## config.mk

```make
export PLATFORM = sky130hd
export DESIGN_NAME = utf16_to_utf8_transcoder_unit
export DESIGN_NICKNAME = d
export VERILOG_FILES = /design/src/sv/u2u_pkg.sv /design/src/sv/u2u_front.sv /design/src/sv/u2u_queue.sv /design/src/sv/u2u_back.sv /design/src/sv/utf16_to_utf8_transcoder_unit.sv
export VERILOG_INCLUDE_DIRS = /design/src /design/src/sv
export SDC_FILE = /design/constraint.sdc
export NUM_CORES = 1
export LEC_CHECK = 0
export ABC_AREA = 1
export BUFFER_PORTS_ARGS = -buffer_cell sky130_fd_sc_hd__buf_4
export CAP_MARGIN = 5
export CORE_ASPECT_RATIO = 1.4
export CORE_UTILIZATION = 50
export CTS_CLUSTER_SIZE = 8
export DETAILED_ROUTE_END_ITERATION = 8
export PLACE_DENSITY_LB_ADDON = 0.08
export SYNTH_ARGS = -nofsm -noshare
export SYNTH_HDL_FRONTEND = slang
export SYNTH_HIERARCHICAL = 1
export SYNTH_SLANG_ARGS = --single-unit
export TNS_END_PERCENT = 10
```

## constraint.sdc

```tcl
create_clock -name clk -period 3.9 [get_ports clk]
set_input_delay 0.39 -clock clk [delete_from_list [all_inputs] [get_ports clk]]
set_output_delay 0.39 -clock clk [all_outputs]
set_load 0.03 [all_outputs]
```

## src/sv/utf16_to_utf8_transcoder_unit_defines.svh

```systemverilog
// Assertion macros used by the top-level RTL file.
`ifndef UTF16_TO_UTF8_TRANSCODER_UNIT_DEFINES_SVH
`define UTF16_TO_UTF8_TRANSCODER_UNIT_DEFINES_SVH
`ifndef SYNTHESIS
`define U2U_ASSERT_IMP(name, clk, rst, ante, cons) \
  name: assert property (@(posedge clk) disable iff (rst) (ante) |-> (cons)) \
    else $error("u2u assertion failed");
`define U2U_ASSERT_NEXT(name, clk, rst, ante, cons) \
  name: assert property (@(posedge clk) disable iff (rst) (ante) |=> (cons)) \
    else $error("u2u assertion failed");
`else
`define U2U_ASSERT_IMP(name, clk, rst, ante, cons)
`define U2U_ASSERT_NEXT(name, clk, rst, ante, cons)
`endif
`endif

```

## src/sv/u2u_pkg.sv

```systemverilog
`default_nettype none
package u2u_pkg;

  localparam logic [5:0] HIGH_SURR_TAG = 6'h36;
  localparam logic [5:0] LOW_SURR_TAG  = 6'h37;
  localparam logic [10:0] PLANE_OFFSET = 11'h040;

  typedef struct packed {
    logic [3:0][7:0] bytes;
    logic [1:0]      last_idx;
    logic            done;
    logic            err;
  } job_t;

  typedef struct packed {
    logic pending;
    logic discarding;
  } front_status_t;

  function automatic job_t error_job();
    job_t j;
    j.bytes    = '0;
    j.last_idx = 2'd0;
    j.done     = 1'b1;
    j.err      = 1'b1;
    error_job  = j;
  endfunction

  function automatic job_t scalar_job(input logic [20:0] v, input logic end_flag);
    job_t j;
    j.bytes = '0;
    j.done  = end_flag;
    j.err   = 1'b0;
    if (v[20:7] == '0) begin
      j.bytes[0] = v[7:0];
      j.last_idx = 2'd0;
    end else if (v[20:11] == '0) begin
      j.bytes[0] = {3'b110, v[10:6]};
      j.bytes[1] = {2'b10, v[5:0]};
      j.last_idx = 2'd1;
    end else if (v[20:16] == '0) begin
      j.bytes[0] = {4'b1110, v[15:12]};
      j.bytes[1] = {2'b10, v[11:6]};
      j.bytes[2] = {2'b10, v[5:0]};
      j.last_idx = 2'd2;
    end else begin
      j.bytes[0] = {5'b11110, v[20:18]};
      j.bytes[1] = {2'b10, v[17:12]};
      j.bytes[2] = {2'b10, v[11:6]};
      j.bytes[3] = {2'b10, v[5:0]};
      j.last_idx = 2'd3;
    end
    scalar_job = j;
  endfunction

endpackage
`default_nettype wire

```

## src/sv/u2u_front.sv

```systemverilog
`default_nettype none
module u2u_front (
  input  wire logic                  clk,
  input  wire logic                  rst,
  input  wire logic                  in_valid,
  output logic                       in_ready,
  input  wire logic [15:0]           code_unit,
  input  wire logic                  string_end,
  output logic                       push,
  output u2u_pkg::job_t              push_job,
  input  wire logic                  full,
  output u2u_pkg::front_status_t     status
);
  import u2u_pkg::*;

  logic       high_pending, high_pending_next;
  logic [9:0] high_bits, high_bits_next;
  logic       discarding, discarding_next;
  logic       accept, is_high, is_low;

  assign in_ready = !full;
  assign accept   = in_valid && in_ready;
  assign is_high  = code_unit[15:10] == HIGH_SURR_TAG;
  assign is_low   = code_unit[15:10] == LOW_SURR_TAG;
  assign status.pending    = high_pending;
  assign status.discarding = discarding;

  always_comb begin
    high_pending_next = high_pending;
    high_bits_next    = high_bits;
    discarding_next   = discarding;
    push              = 1'b0;
    push_job          = scalar_job({5'd0, code_unit}, string_end);
    if (accept) begin
      if (discarding) begin
        if (string_end) begin
          discarding_next = 1'b0;
        end
      end else if (high_pending) begin
        high_pending_next = 1'b0;
        high_bits_next    = '0;
        push              = 1'b1;
        if (!is_low) begin
          push_job        = error_job();
          discarding_next = !string_end;
        end else begin
          push_job = scalar_job({11'(high_bits) + PLANE_OFFSET, code_unit[9:0]},
                                string_end);
        end
      end else if (is_low) begin
        push            = 1'b1;
        push_job        = error_job();
        discarding_next = !string_end;
      end else if (is_high) begin
        if (string_end) begin
          push     = 1'b1;
          push_job = error_job();
        end else begin
          high_pending_next = 1'b1;
          high_bits_next    = code_unit[9:0];
        end
      end else begin
        push = 1'b1;
      end
    end
  end

  always_ff @(posedge clk) begin
    if (rst) begin
      high_pending <= 1'b0;
      high_bits    <= '0;
      discarding   <= 1'b0;
    end else begin
      high_pending <= high_pending_next;
      high_bits    <= high_bits_next;
      discarding   <= discarding_next;
    end
  end

endmodule
`default_nettype wire

```

## src/sv/u2u_queue.sv

```systemverilog
`default_nettype none
module u2u_queue #(
  parameter int DEPTH = 4
) (
  input  wire logic           clk,
  input  wire logic           rst,
  input  wire logic           push,
  input  wire u2u_pkg::job_t  push_job,
  output logic                full,
  input  wire logic           pop,
  output logic                head_valid,
  output u2u_pkg::job_t       head
);
  import u2u_pkg::*;

  localparam int PtrW   = $clog2(DEPTH);
  localparam int CountW = $clog2(DEPTH + 1);

  job_t              entries [DEPTH];
  logic [PtrW-1:0]   wr_ptr, rd_ptr;
  logic [CountW-1:0] count;
  logic              do_push, do_pop;

  assign full       = count == CountW'(DEPTH);
  assign head_valid = count != '0;
  assign head       = entries[rd_ptr];
  assign do_push    = push && !full;
  assign do_pop     = pop && head_valid;

  always_ff @(posedge clk) begin
    if (do_push) begin
      entries[wr_ptr] <= push_job;
    end
  end

  always_ff @(posedge clk) begin
    if (rst) begin
      wr_ptr <= '0;
      rd_ptr <= '0;
      count  <= '0;
    end else begin
      if (do_push) begin
        wr_ptr <= (wr_ptr == PtrW'(DEPTH - 1)) ? '0 : wr_ptr + 1'b1;
      end
      if (do_pop) begin
        rd_ptr <= (rd_ptr == PtrW'(DEPTH - 1)) ? '0 : rd_ptr + 1'b1;
      end
      if (do_push && !do_pop) begin
        count <= count + 1'b1;
      end else if (do_pop && !do_push) begin
        count <= count - 1'b1;
      end
    end
  end

endmodule
`default_nettype wire

```

## src/sv/u2u_back.sv

```systemverilog
`default_nettype none
module u2u_back (
  input  wire logic           clk,
  input  wire logic           rst,
  input  wire logic           head_valid,
  input  wire u2u_pkg::job_t  head,
  output logic                pop,
  output logic                out_valid,
  input  wire logic           out_ready,
  output logic [7:0]          out_byte,
  output logic                run_last,
  output logic                string_done,
  output logic                error
);
  import u2u_pkg::*;

  logic [1:0] idx;
  logic       load, at_last;

  assign load    = head_valid && (!out_valid || out_ready);
  assign at_last = idx == head.last_idx;
  assign pop     = load && at_last;

  always_ff @(posedge clk) begin
    if (rst) begin
      out_valid <= 1'b0;
      idx       <= '0;
    end else if (load) begin
      out_valid <= 1'b1;
      idx       <= at_last ? 2'd0 : idx + 1'b1;
    end else if (out_ready) begin
      out_valid <= 1'b0;
    end
  end

  always_ff @(posedge clk) begin
    if (load) begin
      out_byte    <= head.bytes[idx];
      run_last    <= at_last;
      string_done <= at_last && head.done;
      error       <= head.err;
    end
  end

endmodule
`default_nettype wire

```

## src/sv/utf16_to_utf8_transcoder_unit.sv

```systemverilog
// UTF-16 to UTF-8 transcoder.
// The input stream carries one UTF-16 code unit per beat on s_axis_tdata, with
// s_axis_tlast marking the last unit of a string. The output stream carries one
// UTF-8 byte per beat; m_axis_tlast marks the byte that ends the string, and
// m_axis_tuser flags the last byte of a unit and an unpaired-surrogate error.
// A classifier takes one unit per cycle while the queue is not full, tracks a
// held high surrogate and the dropping of an aborted string, and writes a byte
// job into a small queue. A serializer drains the queue into an output register
// one byte per cycle while the receiver is ready. The first byte of a unit is
// written into a queue entry and then into the output register.
// Input and output overlap; a unit yields one to four bytes, and the byte-wide
// output register sets the pace. A held high surrogate and dropped units yield
// none.
// When the receiver stalls, the output register holds its beat, the queue
// fills, and s_axis_tready falls once QUEUE_DEPTH jobs wait.
// Reset clears the surrogate state, the queue and the output valid.
`default_nettype none
`include "utf16_to_utf8_transcoder_unit_defines.svh"
module utf16_to_utf8_transcoder_unit #(
  parameter int QUEUE_DEPTH = 4
) (
  input  wire logic        clk,
  input  wire logic        rst,
  input  wire logic        s_axis_tvalid,
  output logic             s_axis_tready,
  input  wire logic [15:0] s_axis_tdata,  // [15:0] code_unit
  input  wire logic        s_axis_tlast,
  output logic             m_axis_tvalid,
  input  wire logic        m_axis_tready,
  output logic [7:0]       m_axis_tdata,  // [7:0] out_byte
  output logic [1:0]       m_axis_tuser,  // [0] run_last, [1] error
  output logic             m_axis_tlast
);
  import u2u_pkg::*;

  logic          push, full, pop, head_valid;
  job_t          push_job, head;
  front_status_t status;

  u2u_front u_front (
    .clk        (clk),
    .rst        (rst),
    .in_valid   (s_axis_tvalid),
    .in_ready   (s_axis_tready),
    .code_unit  (s_axis_tdata),
    .string_end (s_axis_tlast),
    .push       (push),
    .push_job   (push_job),
    .full       (full),
    .status     (status)
  );

  u2u_queue #(
    .DEPTH (QUEUE_DEPTH)
  ) u_queue (
    .clk        (clk),
    .rst        (rst),
    .push       (push),
    .push_job   (push_job),
    .full       (full),
    .pop        (pop),
    .head_valid (head_valid),
    .head       (head)
  );

  u2u_back u_back (
    .clk         (clk),
    .rst         (rst),
    .head_valid  (head_valid),
    .head        (head),
    .pop         (pop),
    .out_valid   (m_axis_tvalid),
    .out_ready   (m_axis_tready),
    .out_byte    (m_axis_tdata),
    .run_last    (m_axis_tuser[0]),
    .string_done (m_axis_tlast),
    .error       (m_axis_tuser[1])
  );

  `U2U_ASSERT_IMP(a_error_beat_ends_run, clk, rst, m_axis_tvalid && m_axis_tuser[1], m_axis_tlast && m_axis_tuser[0] && m_axis_tdata == 8'd0)
  `U2U_ASSERT_IMP(a_done_is_run_last, clk, rst, m_axis_tvalid && m_axis_tlast, m_axis_tuser[0])
  `U2U_ASSERT_IMP(a_state_exclusive, clk, rst, 1'b1, !(status.pending && status.discarding))
  `U2U_ASSERT_NEXT(a_high_held, clk, rst, s_axis_tvalid && s_axis_tready && !status.pending && !status.discarding && s_axis_tdata[15:10] == HIGH_SURR_TAG && !s_axis_tlast, status.pending)

endmodule
`default_nettype wire
```

==> results.json, run 1 <==
{
  "outcome": "finished with violations",
  "violations": "design-rule violations",
  "drive_above_1_share_pct": 13.31,
  "crit_path_max_incr_delay_ns": 0.61,
  "ant_nets": 0,
  "tightest_slew_ns": 0.9617,
  "max-cap-violations": 0,
  "grt_pass1_vias": 5934,
  "ys_warn_count": 6,
  "crit_family": "simple AND/OR/NAND/NOR gates",
  "grt_overflow": 0,
  "post-route-drc-count": 4,
  "setup_viol": 0,
  "cts_sinks": 179,
  "critical_path_class": "reg -> reg",
  "worstSkewPairLatency_ns": 0.43,
  "dp_hpwl_mm": 14.11,
  "drt-initial-drc-count": 447,
  "final_cell_mix": "edfxtp_1, nor2_1, nand2_1",
  "finalWorstSetupSlack_ns": 1.030,
  "finalCriticalPeriod_ns": 2.870,
  "pre_cts_slack_ns": 1.031,
  "place_congestion": 0.9844,
  "gr-usage-all-layers_pct": 24.85,
  "avgSynthCellArea_sq_um": 10.03,
  "dieWidth_um": 111.7,
  "arrival_ns": 3.00,
  "grt_max_degree": 73,
  "hold_buffers": 0,
  "netlist_area_sq_mm": 0.008418,
  "n_fill_cell": 1435,
  "nets": 896,
  "drt-total-wl_mm": 20.60,
  "crit_slowest_cell": "nor2_4",
  "finalMaxSlewViolations": 0,
  "drtPass1Iterations": 7,
  "hold_slack_ns": 0.2724,
  "synthCells": 839,
  "cts.clk_slew.worst_paths_ns": 0.07,
  "ctsResizeCount": 0,
  "regArea_sq_mm": 0.005136,
  "tns_ns": 0,
  "max-slew-margin-rel_pct": 35.87,
  "grt_pass1_wl_mm": 31.98,
  "cts_setup_buffers": 0,
  "antenna_found_initial": 0,
  "cts_made_buffers": 17,
  "critPathCaptureType": "flip-flop",
  "critPathRequiredTime_ns": 4.03,
  "die_y_um": 155.5,
  "clock_skew_ns": 0.008503,
  "critPathMaxFanout": 20,
  "start_util_pct": 51.61,
  "syn_to_final_growth_pct": 10.34,
  "antennaDiodeCount": 0,
  "fp-row-count": 55,
  "wl_per_cell_um": 19.11,
  "path_buf_inv": 4,
  "route.vias.total": 6115,
  "final_core_util_pct": 56.95,
  "final_common_cell": "edfxtp_1",
  "io_pins": 34,
  "min_period_over_period_pct": 73.58,
  "p_per_area_mw_per_mm2": 638.7,
  "hp-class": "in -> reg",
  "htreeDepth": 4,
  "dieArea_sq_mm": 0.01737,
  "cpMostUsedCell": "inv_1",
  "multi_input_area_sq_mm": 0.002721,
  "leakagePower_nw": 3.592,
  "clock_path_buffers": 2,
  "crit_path_start_kind": "flip-flop",
  "coreArea_sq_mm": 0.01631,
  "io_buffers": 33,
  "peakVddDrop_mv": 0.3471,
  "via_per_inst": 5.673,
  "grt_setup_unrepaired": "false",
  "fmaxAchievable_mhz": 348.5,
  "cts_tree": "yes",
  "hold_viol_final": 0,
  "path_cells": "nor2_2 > nand2_1 > inv_1 > inv_1 > nand2_2 > nor2_2 > o31ai_1 > inv_1 > nand2_2 > nor2_4 > buf_4",
  "cts-root-buf": "clkbuf_16",
  "total_power_mw": 5.933
}
-- flip-flops by register name (all words and copies together) (netlist names), named ones only --
register              flops
u_queue/entries         144
u_front/high_bits        10
u_back/out_byte           8
u_queue/count             3
u_back/idx                2
u_queue/rd_ptr            2
u_queue/wr_ptr            2
u_back/error              1
u_back/out_valid          1
u_back/run_last           1
u_back/string_done        1
u_front/discarding        1
u_front/high_pending      1
-- final timing paths --
| kind | startpoint | endpoint | slack (ns) | cells after the start |
|---|---|---|---|---|
| worst max-delay path | u_queue/count[0] | u_queue/entries[0][12] | 1.03 | 11 |
| worst min-delay path | rst | u_front/high_bits[0] | 0.27 | 2 |
| worst max register to register | u_queue/count[0] | u_queue/entries[0][12] | 1.03 | 11 |
| worst min register to register | u_front/high_bits[3] | u_front/high_bits[3] | 0.49 | 2 |
-- power breakdown --
part | switching, mW | internal (mW)
registers | 0.128 | 2.51
logic | 1.21 | 0.515
clock network | 0.695 | 0.878
-- final cells by class --
| cell class | count | share of cell area, % |
|---|---|---|
| sequential | 179 | 55.29 |
| multi-input combinational | 545 | 29.30 |
| clock buffer | 19 | 4.661 |
| timing repair buffer | 45 | 3.637 |
| inverter | 78 | 3.233 |
| tap | 199 | 2.680 |
| clock inverter | 13 | 1.199 |
-- through the flow --
step	cells	area (sq um)
final	1078	9289
after global routing	1078	9289
after CTS	1078	9289
after detailed placement	1046	8745
after global placement	1046	8745
after floorplan	841	8426
-- metal layers --
metal  vias to the layer above  wire length (um)  track usage (%)
li1                       2963                 -                -
met1                      2923              8384            29.33
met2                       185             10600            44.07
met3                        44              1038            4.792
met4                         0               576            10.68
met5                         -                 0                0
-- worst reg2reg max path, stage by stage (launching register included) --
cell and delay [ns]:
dfxtp_1 0.41, nor2_2 0.06, nand2_1 0.13, inv_1 0.06, inv_1 0.08, nand2_2 0.09
nor2_2 0.34, o31ai_1 0.14, inv_1 0.14, nand2_2 0.19, nor2_4 0.61, buf_4 0.32
Power figures use the tool's default switching activity.
==> inputs of run 2 (changes only) <==
Settings changed: ABC_AREA 1 to 0.
Clock period 3.9 ns to 2.5 ns, I/O delays scaled along.
==> run 2 against run 1 <==
Compared with the run above: the flow finishes with violations (negative setup slack); register-to-register slack got worse by 1.1 ns; first-iteration DRC count fell by 31%; final cell count fell by 30%; critical endpoint is now u_queue/count[2]; critical path type unchanged; sequential share of layout area rose by 0.61 points; clock-buffer cell count fell by 1; synthesized cell count fell by 43%; sequential cell count did not move; largest power group unchanged.
==> results.json, run 2 <==
{
  "outcome": "finished with violations",
  "violations": "negative setup slack",
  "hp-class": "in -> reg",
  "fmaxAchievable_mhz": 385.7,
  "final_core_util_pct": 60.53,
  "power_frac_clock_pct": 30.6,
  "finalMaxSlewViolations": 0,
  "io_buffers": 33,
  "cts_made_buffers": 17,
  "stdcell_area_sq_mm": 0.009191,
  "top_regs": "u_queue/entries x144, u_front/high_bits x10, u_back/out_byte x8",
  "cts_sinks": 179,
  "dieWidth_um": 108.1,
  "cts.clk_slew.worst_paths_ns": 0.07,
  "final_common_cell": "edfxtp_1",
  "die_y_um": 150.5,
  "path_cells": "mux4_2 > xor2_1 > nor2_2 > and2_4 > o31ai_4 > ha_2 > inv_2 > fa_2 > xor2_1 > or3_1 > a21oi_1",
  "clock_skew_ns": 0.006419,
  "grt_setup_unrepaired": "true",
  "cpMostUsedCell": "xor2_1",
  "clock_path_buffers": 2,
  "nets": 579,
  "drt-initial-drc-count": 308,
  "min_period_over_period_pct": 103.7,
  "netlist_area_sq_mm": 0.007878,
  "grt_max_degree": 37,
  "finalWorstSetupSlack_ns": -0.09282,
  "critPathRequiredTime_ns": 2.86,
  "io_pins": 34,
  "grt_pass1_vias": 4732,
  "critPathCaptureType": "flip-flop",
  "crit_path_start_kind": "flip-flop",
  "gr-usage-all-layers_pct": 23.13,
  "max-slew-margin-rel_pct": 49.00,
  "hold_buffers": 0,
  "tightest_slew_ns": 0.7599,
  "multi_input_area_sq_mm": 0.002544,
  "htreeDepth": 4,
  "route.vias.total": 4570,
  "synthCells": 478,
  "comb_power_share_pct": 23.1,
  "power_switching_mw": 2.397,
  "worstSkewPairLatency_ns": 0.43,
  "via_per_inst": 6.061,
  "instances_no_fill": 754,
  "dieArea_sq_mm": 0.01627,
  "wl_per_cell_um": 22.67,
  "post-route-drc-count": 0,
  "n_fill_cell": 1127,
  "critPathMaxFanout": 3,
  "dp_hpwl_mm": 11.33,
  "max-cap-violations": 0,
  "critical_path_class": "reg -> reg",
  "drtPass1Iterations": 5,
  "place_congestion": 0.9164,
  "top_register": "u_queue/entries",
  "place_area_sq_mm": 0.008576,
  "antennaDiodeCount": 0,
  "arrival_ns": 2.95,
  "hold_viol_final": 0,
  "setup_viol": 1,
  "coreArea_sq_mm": 0.01519,
  "cts_tree": "yes",
  "hold_start": "s_axis_tlast",
  "seq_power_share_pct": 46.3,
  "peakVddDrop_mv": 0.7905,
  "ys_warn_count": 6,
  "drive_above_1_share_pct": 31.32,
  "regArea_sq_mm": 0.005139,
  "p_per_area_mw_per_mm2": 920.5,
  "grt_pass1_wl_mm": 26.54,
  "avgSynthCellArea_sq_um": 16.48,
  "cts-root-buf": "clkbuf_16",
  "crit_slowest_cell": "mux4_2",
  "finalCriticalPeriod_ns": 2.593,
  "intPower_mw": 6.064,
  "final_cell_mix": "edfxtp_1, buf_4, mux4_2",
  "swShare_pct": 28.33,
  "largest_reg_flops": 144,
  "drt-total-wl_mm": 17.09,
  "antenna_found_initial": 0,
  "ant_nets": 0,
  "tns_ns": -0.09282,
  "start_util_pct": 51.87,
  "leakagePower_nw": 3.098,
  "crit_path_max_incr_delay_ns": 0.52,
  "syn_to_final_growth_pct": 16.68,
  "fp-row-count": 53,
  "grt_overflow": 0,
  "place_inst": 719,
  "total_power_mw": 8.461
}
==> run 2: critical path, delay by kind of cell (launching register included) <==
family                     cells  cell delay, ns
AOI/OAI and AO/OA              2            0.19
xor gates and xnor gates       2            0.33
adders and majority gates      2            0.56
buffers and inverters          1            0.04
DFF                            1            0.37
muxes                          1            0.52
and+or+nand+nor                3            0.52
==> run 2: metal layers <==
layer	global-route usage (%)	vias up	wire, um
li1	-	2072	-
met1	27.44	2330	6783
met2	40.92	141	9275
met3	4.286	27	698
met4	9.726	0	336
met5	0	-	0
==> run 2: layout make-up <==
| cell class | count | share of cell area, % |
|---|---|---|
| inverter | 10 | 0.6126 |
| tap | 192 | 2.614 |
| multi-input combinational | 263 | 27.67 |
| sequential | 179 | 55.91 |
| clock inverter | 14 | 1.606 |
| timing repair buffer | 78 | 6.915 |
| clock buffer | 18 | 4.669 |
==> run 2: repair_timing <==
item	CTS	global route
endpoints found under the setup margin	1	9
pin swaps	2	1
buffers inserted	3	0
gates resized for setup	1	2
==> run 2: path summary, 6_finish.rpt <==
path                        endpoint  slack (ns)  cells past startpoint
setup / recovery    u_queue/count[2]       -0.09                     11
hold / removal    u_front/discarding        0.04                      2
setup reg to reg    u_queue/count[2]       -0.09                     11
hold reg to reg    u_queue/wr_ptr[1]        0.52                      2
==> run 2: power groups by stage <==
stage	Sequential, mW	Combinational [mW]	Clock (mW)
after detailed placement	3.99	1.98	0
final	3.92	1.96	2.59
after floorplan	4.18	1.04	0
after global routing	3.96	2.12	2.75
after global placement	3.96	1.96	0
after CTS	3.92	2.00	2.64
==> run 2: stage by stage <==
step / hold slack (ns) / setup WS [ns]
4_1_cts: 0.01926 / -0.1187
5_1_grt: 0.03189 / -0.2074
2_1_floorplan: 0.3191 / -0.3305
3_3_place_gp: 0.4768 / -0.09907
6_report: 0.03800 / -0.09282
3_5_place_dp: 0.4775 / -0.1643
